===== config.mk =====
export PLATFORM = sky130hd
export DESIGN_NAME = json_object_framer_unit
export DESIGN_NICKNAME = d
export VERILOG_FILES = /design/src/sv/jof_pkg.sv /design/src/sv/json_object_framer_unit.sv /design/src/sv/jof_fifo.sv /design/src/sv/jof_front.sv /design/src/sv/jof_back.sv
export SDC_FILE = /design/constraint.sdc
export NUM_CORES = 1
export LEC_CHECK = 0
export ABC_AREA = 1
export BUFFER_PORTS_ARGS = -buffer_cell sky130_fd_sc_hd__buf_2
export CAP_MARGIN = 20
export CORE_MARGIN = 2
export CORE_UTILIZATION = 55
export DETAILED_ROUTE_END_ITERATION = 16
export PLACE_DENSITY_LB_ADDON = 0.05
export SYNTH_ARGS = -nofsm -noshare
export SYNTH_HDL_FRONTEND = slang
export SYNTH_HIERARCHICAL = 1
export SYNTH_SLANG_ARGS = --single-unit

===== constraint.sdc =====
create_clock -name clk -period 3.15 [get_ports clk]
set_input_delay 0.1575 -clock clk [delete_from_list [all_inputs] [get_ports clk]]
set_output_delay 0.1575 -clock clk [all_outputs]
set_load 0.02 [all_outputs]

===== src/sv/jof_pkg.sv =====
// shared types and constants of the json object framer
package jof_pkg;

	localparam logic [7:0] CH_OPEN   = 8'h7B;
	localparam logic [7:0] CH_CLOSE  = 8'h7D;
	localparam logic [7:0] CH_BSLASH = 8'h5C;
	localparam logic [7:0] CH_QUOTE  = 8'h22;
	localparam logic [7:0] CH_SPACE  = 8'h20;
	localparam logic [7:0] CH_TAB    = 8'h09;
	localparam logic [7:0] CH_CR     = 8'h0D;
	localparam logic [7:0] CH_LF     = 8'h0A;
	localparam logic [7:0] CH_NUL    = 8'h00;

	localparam int MSG_W = 16;
	localparam logic [MSG_W-1:0] MSG_MAX_RESET = 16'd4096;

	typedef enum logic [2:0] {
		CL_OPEN,
		CL_CLOSE,
		CL_BSLASH,
		CL_QUOTE,
		CL_SKIP,
		CL_OTHER
	} byte_class_t;

	typedef enum logic [1:0] {
		ST_PENDING = 2'd0,
		ST_DONE    = 2'd1,
		ST_BAD     = 2'd2,
		ST_LONG    = 2'd3
	} status_t;

	typedef struct packed {
		status_t            status;
		logic [MSG_W-1:0]   msg_length;
	} result_t;

	function automatic byte_class_t classify(input logic [7:0] b);
		byte_class_t c;
		unique case (b)
			CH_OPEN:   c = CL_OPEN;
			CH_CLOSE:  c = CL_CLOSE;
			CH_BSLASH: c = CL_BSLASH;
			CH_QUOTE:  c = CL_QUOTE;
			CH_SPACE, CH_TAB, CH_CR, CH_LF, CH_NUL: c = CL_SKIP;
			default:   c = CL_OTHER;
		endcase
		return c;
	endfunction

endpackage


===== src/sv/json_object_framer_unit.sv =====
// top level of the json object framer: front stage, class queue, framing state, result queue
// path: a byte's class is registered in the front stage and then in the class queue, and its result in the result queue
// throughput: one byte per cycle sustained while the consumer keeps popping, set by the state update in the back part
// each transfer in gives exactly one result transfer out, in order
// reset (arst_n low, asynchronous): queues empty, framing state idle, msg_max back to 4096
module json_object_framer_unit #(
	parameter int DEPTH_BITS  = 8,
	parameter int LEN_BITS    = 16,
	parameter int QUEUE_DEPTH = 4
) (
	input  logic                      clk,
	input  logic                      arst_n,
	// byte input, queue style
	input  logic                      push,
	output logic                      full,
	input  logic [7:0]                data_byte,
	// result output, queue style
	output logic                      empty,
	input  logic                      pop,
	output logic [1:0]                status,
	output logic [jof_pkg::MSG_W-1:0] msg_length,
	// message length limit register
	input  logic                      msg_max_we,
	input  logic [jof_pkg::MSG_W-1:0] msg_max_wdata
);
	import jof_pkg::*;

	localparam int RES_W = $bits(result_t);
	localparam int CLS_W = $bits(byte_class_t);

	// front stage to class queue
	logic        fq_push, fq_full;
	byte_class_t fq_wcls;
	// class queue to back part
	logic             fq_empty, fq_pop;
	logic [CLS_W-1:0] fq_rdata;
	// back part to result queue
	logic             rq_push, rq_full;
	result_t          rq_wres, rq_rres;
	logic [RES_W-1:0] rq_rdata;

	// front: classify each byte and hold it for one stage
	jof_front u_front (
		.clk       (clk),
		.arst_n    (arst_n),
		.push      (push),
		.data_byte (data_byte),
		.full      (full),
		.cls_valid (fq_push),
		.cls       (fq_wcls),
		.cls_full  (fq_full)
	);

	// short queue of classes lets front and back stall apart
	jof_fifo #(
		.WIDTH (CLS_W),
		.DEPTH (QUEUE_DEPTH)
	) u_cls_q (
		.clk    (clk),
		.arst_n (arst_n),
		.push   (fq_push),
		.wdata  (fq_wcls),
		.full   (fq_full),
		.pop    (fq_pop),
		.rdata  (fq_rdata),
		.empty  (fq_empty)
	);

	// back: one class per cycle into the framing state machine while classes wait and results fit
	jof_back #(
		.DEPTH_BITS (DEPTH_BITS),
		.LEN_BITS   (LEN_BITS)
	) u_back (
		.clk           (clk),
		.arst_n        (arst_n),
		.msg_max_we    (msg_max_we),
		.msg_max_wdata (msg_max_wdata),
		.cls_empty     (fq_empty),
		.cls           (byte_class_t'(fq_rdata)),
		.cls_pop       (fq_pop),
		.res_full      (rq_full),
		.res_push      (rq_push),
		.res           (rq_wres)
	);

	// result queue: results wait here while the consumer stalls
	jof_fifo #(
		.WIDTH (RES_W),
		.DEPTH (QUEUE_DEPTH)
	) u_res_q (
		.clk    (clk),
		.arst_n (arst_n),
		.push   (rq_push),
		.wdata  (rq_wres),
		.full   (rq_full),
		.pop    (pop),
		.rdata  (rq_rdata),
		.empty  (empty)
	);

	assign rq_rres    = result_t'(rq_rdata);
	assign status     = rq_rres.status;
	assign msg_length = rq_rres.msg_length;
endmodule


===== src/sv/jof_fifo.sv =====
// small register queue with push/full and pop/empty sides
module jof_fifo #(
	parameter int WIDTH = 8,
	parameter int DEPTH = 4
) (
	input  logic             clk,
	input  logic             arst_n,
	input  logic             push,
	input  logic [WIDTH-1:0] wdata,
	output logic             full,
	input  logic             pop,
	output logic [WIDTH-1:0] rdata,
	output logic             empty
);
	localparam int AW = (DEPTH > 1) ? $clog2(DEPTH) : 1;
	localparam int CW = $clog2(DEPTH + 1);

	logic [WIDTH-1:0] mem_q [DEPTH];
	logic [AW-1:0]    wr_ptr_q, rd_ptr_q;
	logic [CW-1:0]    count_q;
	logic             do_push, do_pop;

	assign full    = (count_q == CW'(DEPTH));
	assign empty   = (count_q == '0);
	assign do_push = push && !full;
	assign do_pop  = pop && !empty;
	assign rdata   = mem_q[rd_ptr_q];

	function automatic logic [AW-1:0] next_ptr(input logic [AW-1:0] p);
		return (p == AW'(DEPTH - 1)) ? '0 : p + AW'(1);
	endfunction

	always_ff @(posedge clk) begin
		if (do_push) begin
			mem_q[wr_ptr_q] <= wdata;
		end
	end

	always_ff @(posedge clk or negedge arst_n) begin
		if (!arst_n) begin
			wr_ptr_q <= '0;
			rd_ptr_q <= '0;
			count_q  <= '0;
		end else begin
			if (do_push) begin
				wr_ptr_q <= next_ptr(wr_ptr_q);
			end
			if (do_pop) begin
				rd_ptr_q <= next_ptr(rd_ptr_q);
			end
			if (do_push && !do_pop) begin
				count_q <= count_q + CW'(1);
			end else if (do_pop && !do_push) begin
				count_q <= count_q - CW'(1);
			end
		end
	end
endmodule


===== src/sv/jof_front.sv =====
// input stage: accepts bytes and registers their character class
module jof_front (
	input  logic                 clk,
	input  logic                 arst_n,
	input  logic                 push,
	input  logic [7:0]           data_byte,
	output logic                 full,
	output logic                 cls_valid,
	output jof_pkg::byte_class_t cls,
	input  logic                 cls_full
);
	import jof_pkg::*;

	logic        valid_s1;
	byte_class_t class_s1;
	logic        advance;

	// stage moves on when empty or when the queue takes its entry
	assign advance   = !valid_s1 || !cls_full;
	assign full      = !advance;
	assign cls_valid = valid_s1;
	assign cls       = class_s1;

	always_ff @(posedge clk) begin
		if (advance && push) begin
			class_s1 <= classify(data_byte);
		end
	end

	always_ff @(posedge clk or negedge arst_n) begin
		if (!arst_n) begin
			valid_s1 <= 1'b0;
		end else if (advance) begin
			valid_s1 <= push;
		end
	end
endmodule


===== src/sv/jof_back.sv =====
// framing state: brace depth, string and escape tracking, byte count
module jof_back #(
	parameter int DEPTH_BITS = 8,
	parameter int LEN_BITS   = 16
) (
	input  logic                         clk,
	input  logic                         arst_n,
	input  logic                         msg_max_we,
	input  logic [jof_pkg::MSG_W-1:0]    msg_max_wdata,
	input  logic                         cls_empty,
	input  jof_pkg::byte_class_t         cls,
	output logic                         cls_pop,
	input  logic                         res_full,
	output logic                         res_push,
	output jof_pkg::result_t             res
);
	import jof_pkg::*;

	localparam int CW = (LEN_BITS > MSG_W) ? LEN_BITS : MSG_W;

	logic                  in_object_q, in_string_q, escape_q;
	logic [DEPTH_BITS-1:0] depth_q;
	logic [LEN_BITS-1:0]   count_q;
	logic [MSG_W-1:0]      msg_max_q;

	logic                  go;
	logic [LEN_BITS-1:0]   count_nx;
	logic [CW-1:0]         count_ext, max_ext;
	status_t               st;
	logic                  obj_nx, str_nx, esc_nx;
	logic [DEPTH_BITS-1:0] depth_nx;

	assign go       = !cls_empty && !res_full;
	assign cls_pop  = go;
	assign res_push = go;

	// saturating count, this byte included
	assign count_nx  = (count_q == '1) ? count_q : count_q + LEN_BITS'(1);
	assign count_ext = CW'(count_nx);
	assign max_ext   = CW'(msg_max_q);

	always_comb begin
		st       = ST_PENDING;
		obj_nx   = in_object_q;
		str_nx   = in_string_q;
		esc_nx   = escape_q;
		depth_nx = depth_q;
		unique case (cls)
			CL_OPEN: begin
				obj_nx = 1'b1;
				esc_nx = 1'b0;
				if (!in_string_q) begin
					if (depth_q == '1) begin
						st = ST_BAD;
					end else begin
						depth_nx = depth_q + DEPTH_BITS'(1);
					end
				end
			end
			CL_CLOSE: begin
				if (!in_object_q) begin
					st = ST_BAD;
				end else begin
					esc_nx = 1'b0;
					if (!in_string_q) begin
						if (depth_q <= DEPTH_BITS'(1)) begin
							depth_nx = '0;
							st       = ST_DONE;
						end else begin
							depth_nx = depth_q - DEPTH_BITS'(1);
						end
					end
				end
			end
			CL_BSLASH: begin
				if (!in_object_q || !in_string_q) begin
					st = ST_BAD;
				end else begin
					esc_nx = !escape_q;
				end
			end
			CL_QUOTE: begin
				if (!in_object_q) begin
					st = ST_BAD;
				end else if (escape_q) begin
					esc_nx = 1'b0;
				end else begin
					str_nx = !in_string_q;
				end
			end
			CL_SKIP: begin
			end
			default: begin
				if (!in_object_q) begin
					st = ST_BAD;
				end else begin
					esc_nx = 1'b0;
				end
			end
		endcase
		if (st == ST_PENDING && count_ext >= max_ext) begin
			st = ST_LONG;
		end
	end

	assign res.status     = st;
	assign res.msg_length = count_ext[MSG_W-1:0];

	always_ff @(posedge clk or negedge arst_n) begin
		if (!arst_n) begin
			in_object_q <= 1'b0;
			in_string_q <= 1'b0;
			escape_q    <= 1'b0;
			depth_q     <= '0;
			count_q     <= '0;
			msg_max_q   <= MSG_MAX_RESET;
		end else begin
			if (msg_max_we) begin
				msg_max_q <= msg_max_wdata;
			end
			if (go) begin
				if (st != ST_PENDING) begin
					in_object_q <= 1'b0;
					in_string_q <= 1'b0;
					escape_q    <= 1'b0;
					depth_q     <= '0;
					count_q     <= '0;
				end else begin
					in_object_q <= obj_nx;
					in_string_q <= str_nx;
					escape_q    <= esc_nx;
					depth_q     <= depth_nx;
					count_q     <= count_nx;
				end
			end
		end
	end
endmodule


==> impl_metrics.toml <==
[pwr]
powerDensity_nw_per_um2 = 968.9
swShare_pct = 39.87
p_switching_w = 0.003563
seqPwrFrac_pct = 33.4
finalPower_w = 0.008937
peakVddDrop_uv = 524.3
power_frac_comb_pct = 42.2
power.leakage_nw = 4.399
clkPwrFrac_pct = 24.4
internal_power_w = 0.005374

[floorplanning]
core_um2 = 13880
start_util_pct = 56.25
rows = 43
fp.dieArea_um2 = 15160
die_w_um = 123.1
dieHeight_um = 123.1
io_pins = 49

[synth]
yosys.area_share.simple_pct = 21.12
syn_avg_cell_area_um2 = 9.262
synth_async_sr_flop_share_pct = 40.00
synth_top_family_by_area = "simple AND/OR/NAND/NOR gates"
synthXorXnorAreaFrac_pct = 2.788
yosysSeqAreaShare_pct = 52.07
ys_seq_elements = 145
synth.net_count = 906
synth_compound_area_share_pct = 8.670
synth-main-ff-cell = "edfxtp_1"
syn_area_um2 = 7807
synth_warnings = 6
synth_fa_ha_area_share_pct = 5.641
synth_edf_count = 87
syn_inst = 843
synthMuxAreaShare_pct = 0.1442
synth_cell_types = 40

[place]
place_hpwl_um = 11700
gp_congestion = 0.9027
port_buffers = 48

[sta]
hold_viol_final = 0
worst_slew_pin_slew_ns = 0.9085
fmaxAchievable_mhz = 336.6
fin_skew_ns = 0.007856
min_period_ns = 2.971
hold_slack_ns = 0.2058
setup_viol = 0
drv_slew = 0
fin_crit_sh_pct = 94.32
maxSlewHeadroom_pct = 39.43
fin_setup_tns_ns = 0

[clock_network]
clkTransAtPathRegs_ns = 0.06
tritoncts = "built"
htreeDepth = 4
cts_buffers = 17
cts_buffer_depth = 2
clock-sinks = 145
insertion_delay_ns = 0.42
root_buffer = "clkbuf_16"

[cells_and_area]
antenna-diode-count = 0
drive_gt1_share_pct = 17.58
nNetsFinal = 1000
fill_cells = 1151
area_delta_synth_final_pct = 18.14

[drt]
vias_per_cell = 5.172
firstDrtPassIters = 5
antenna_left = 0
drtIter0Drc = 370
wl_per_cell_um = 14.83
finalWirelength_um = 16760
num_vias = 5844
drc_errors = 0

[hold_path]
hold_path_class = "in2reg"
hold_path_startpoint = "data_byte[4]"

[setup_path]
crit_type = "reg2reg"
cp_max_fo = 8
required_ns = 3.49
cp.arrival_ns = 3.31
r2r-start = "u_back/count_q[1]$_DFFE_PN0P_"
timing.critical_path.from = "u_back/count_q[1]$_DFFE_PN0P_"
cp-end-kind = "flop"
startpoint_type = "flop"

[run_status]
status = "complete, no violations"

[global_routing]
grt_pass1_vias = 5764
grt_usage_pct = 23.77
grt_pass1_wl_um = 27500
antenna_found_initial = 0
grt_max_degree = 45
grt_overflow = 0

[flow_run]
drv_cap = 0
## through the flow
step / instances / setup slack (ns) / util (%) / cell area, um^2
final: 1130 / 0.1789 / 66.45 / 9224
after detailed placement: 1073 / 0.06101 / 59.74 / 8292
after global routing: 1130 / -0.008779 / 66.45 / 9224
after CTS: 1124 / 0.03319 / 65.71 / 9121
after floorplan: 843 / 0.3891 / - / 7807
after global placement: 1073 / 0.1411 / 59.74 / 8292
## cell families after synthesis
kind of cell	Yosys count
XOR/XNOR	24
adder cells (fa/ha/maj)	34
multiplexers	1
flip-flops	145
AO/OA/AOI/OAI	99
AND/OR/NAND/NOR	369
buffers and inverters	171
## synthesized netlist by cell type (all sizes together) (10+ instances only)
cell    instances  area (um^2)
nand2         219        847.1
inv           147        551.8
edfxtp         87         2613
nand3          67        395.4
nor2           59        254.0
dfrtp          57         1426
o211ai         43        342.8
o21ai          38        227.7
ha             32        400.4
buf            20        178.9
xor2           20        182.7
nor3           12        70.07
a21oi          11        55.05
nand4          10        68.81
## registers in the layout, summed over array words and instances (netlist names)
register and count:
u_back/count_q 16, u_back/depth_q 8, u_back/escape_q 1, u_back/in_object_q 1, u_back/in_string_q 1, u_back/max_ext 16
u_cls_q/count_q 3, u_cls_q/mem_q 12, u_cls_q/rd_ptr_q 2, u_cls_q/wr_ptr_q 2, u_front/cls 3, u_front/cls_valid 1
u_res_q/count_q 3, u_res_q/mem_q 72, u_res_q/rd_ptr_q 2, u_res_q/wr_ptr_q 2
## timing repair
item | CTS | global route
resized for setup | 0 | 10
setup buffers | 0 | 5
endpoints found under the hold margin | 55 | 0
hold buffers | 19 | 0
endpoints found under the setup margin | 0 | 35
## worst paths after layout
check	to	slack (ns)	cells past startpoint
worst max-delay path	u_back/count_q[5]$_DFFE_PN0P_	0.18	17
worst min-delay path	u_front/cls[0]$_DFFE_PP_	0.21	5
worst max register to register	u_back/count_q[5]$_DFFE_PN0P_	0.18	17
worst min register to register	u_res_q/count_q[2]$_DFFE_PN0P_	0.52	2
max in group asynchronous	u_back/count_q[15]$_DFFE_PN0P_	1.86	3
min in group asynchronous	u_front/cls_valid$_DFFE_PN0N_	0.42	2
## critical path: stages, from the launching register on
cell	delay [ns]
dfrtp_1	0.42
ha_4	0.17
nand2_1	0.07
nor2_1	0.10
nand2_1	0.10
nor3b_2	0.27
xor2_1	0.21
nand2_2	0.10
ha_1	0.29
nand2_2	0.08
o21bai_1	0.11
nand2_1	0.06
a21oi_1	0.14
nand3_2	0.15
nor2_4	0.27
clkbuf_16	0.22
nand3_2	0.07
o21ai_2	0.06
## cell type report
type / instances / area [um^2] / area share, %
repair buffers: 98 / 696.9 / 7.556
clock buffers: 23 / 457.9 / 4.965
clock inverters: 9 / 181.4 / 1.967
inverters: 148 / 556.8 / 6.036
well taps: 180 / 225.2 / 2.442
flip-flops and latches: 145 / 4066 / 44.09
multi-input cells: 527 / 3039 / 32.95
## cell usage in the layout (no fill, tap or decap), types with 4 or more instances in the layout
cell type and instances:
buf_4 28, buf_2 48, inv_1 140, nand2_1 211
nor2_1 53, dfrtp_1 56, xor2_1 19, o21ai_2 10
clkbuf_1 5, nor2_4 5, bufinv_16 5, edfxtp_1 87
inv_2 7, xnor2_1 4, o21ai_0 25, nand3_2 13
ha_1 31, o211ai_1 39, a21oi_1 10, o211ai_2 4
nor3_1 9, nand4_1 9, clkbuf_16 18, nand3_1 54
dlygate4sd3_1 19, nand2_2 6, o22ai_1 4
## power by group through the flow
stage / clock network [W] / logic, W / registers (W)
after floorplan: 0 / 0.00280 / 0.00286
after global placement: 0 / 0.00350 / 0.00299
after detailed placement: 0 / 0.00363 / 0.00301
after CTS: 0.00221 / 0.00368 / 0.00298
after global routing: 0.00230 / 0.00426 / 0.00304
final: 0.00219 / 0.00377 / 0.00298
## routing by layer
metal | up-vias | part of all wire, % | global-route usage, %
met3 | 21 | 3.9 | 4.843
li1 | 2938 | - | -
met4 | 0 | 1.3 | 7.386
met1 | 2746 | 46 | 30.55
met5 | - | 0 | 0
met2 | 139 | 49 | 40.56
No activity file was read; power rests on OpenSTA's default activity.
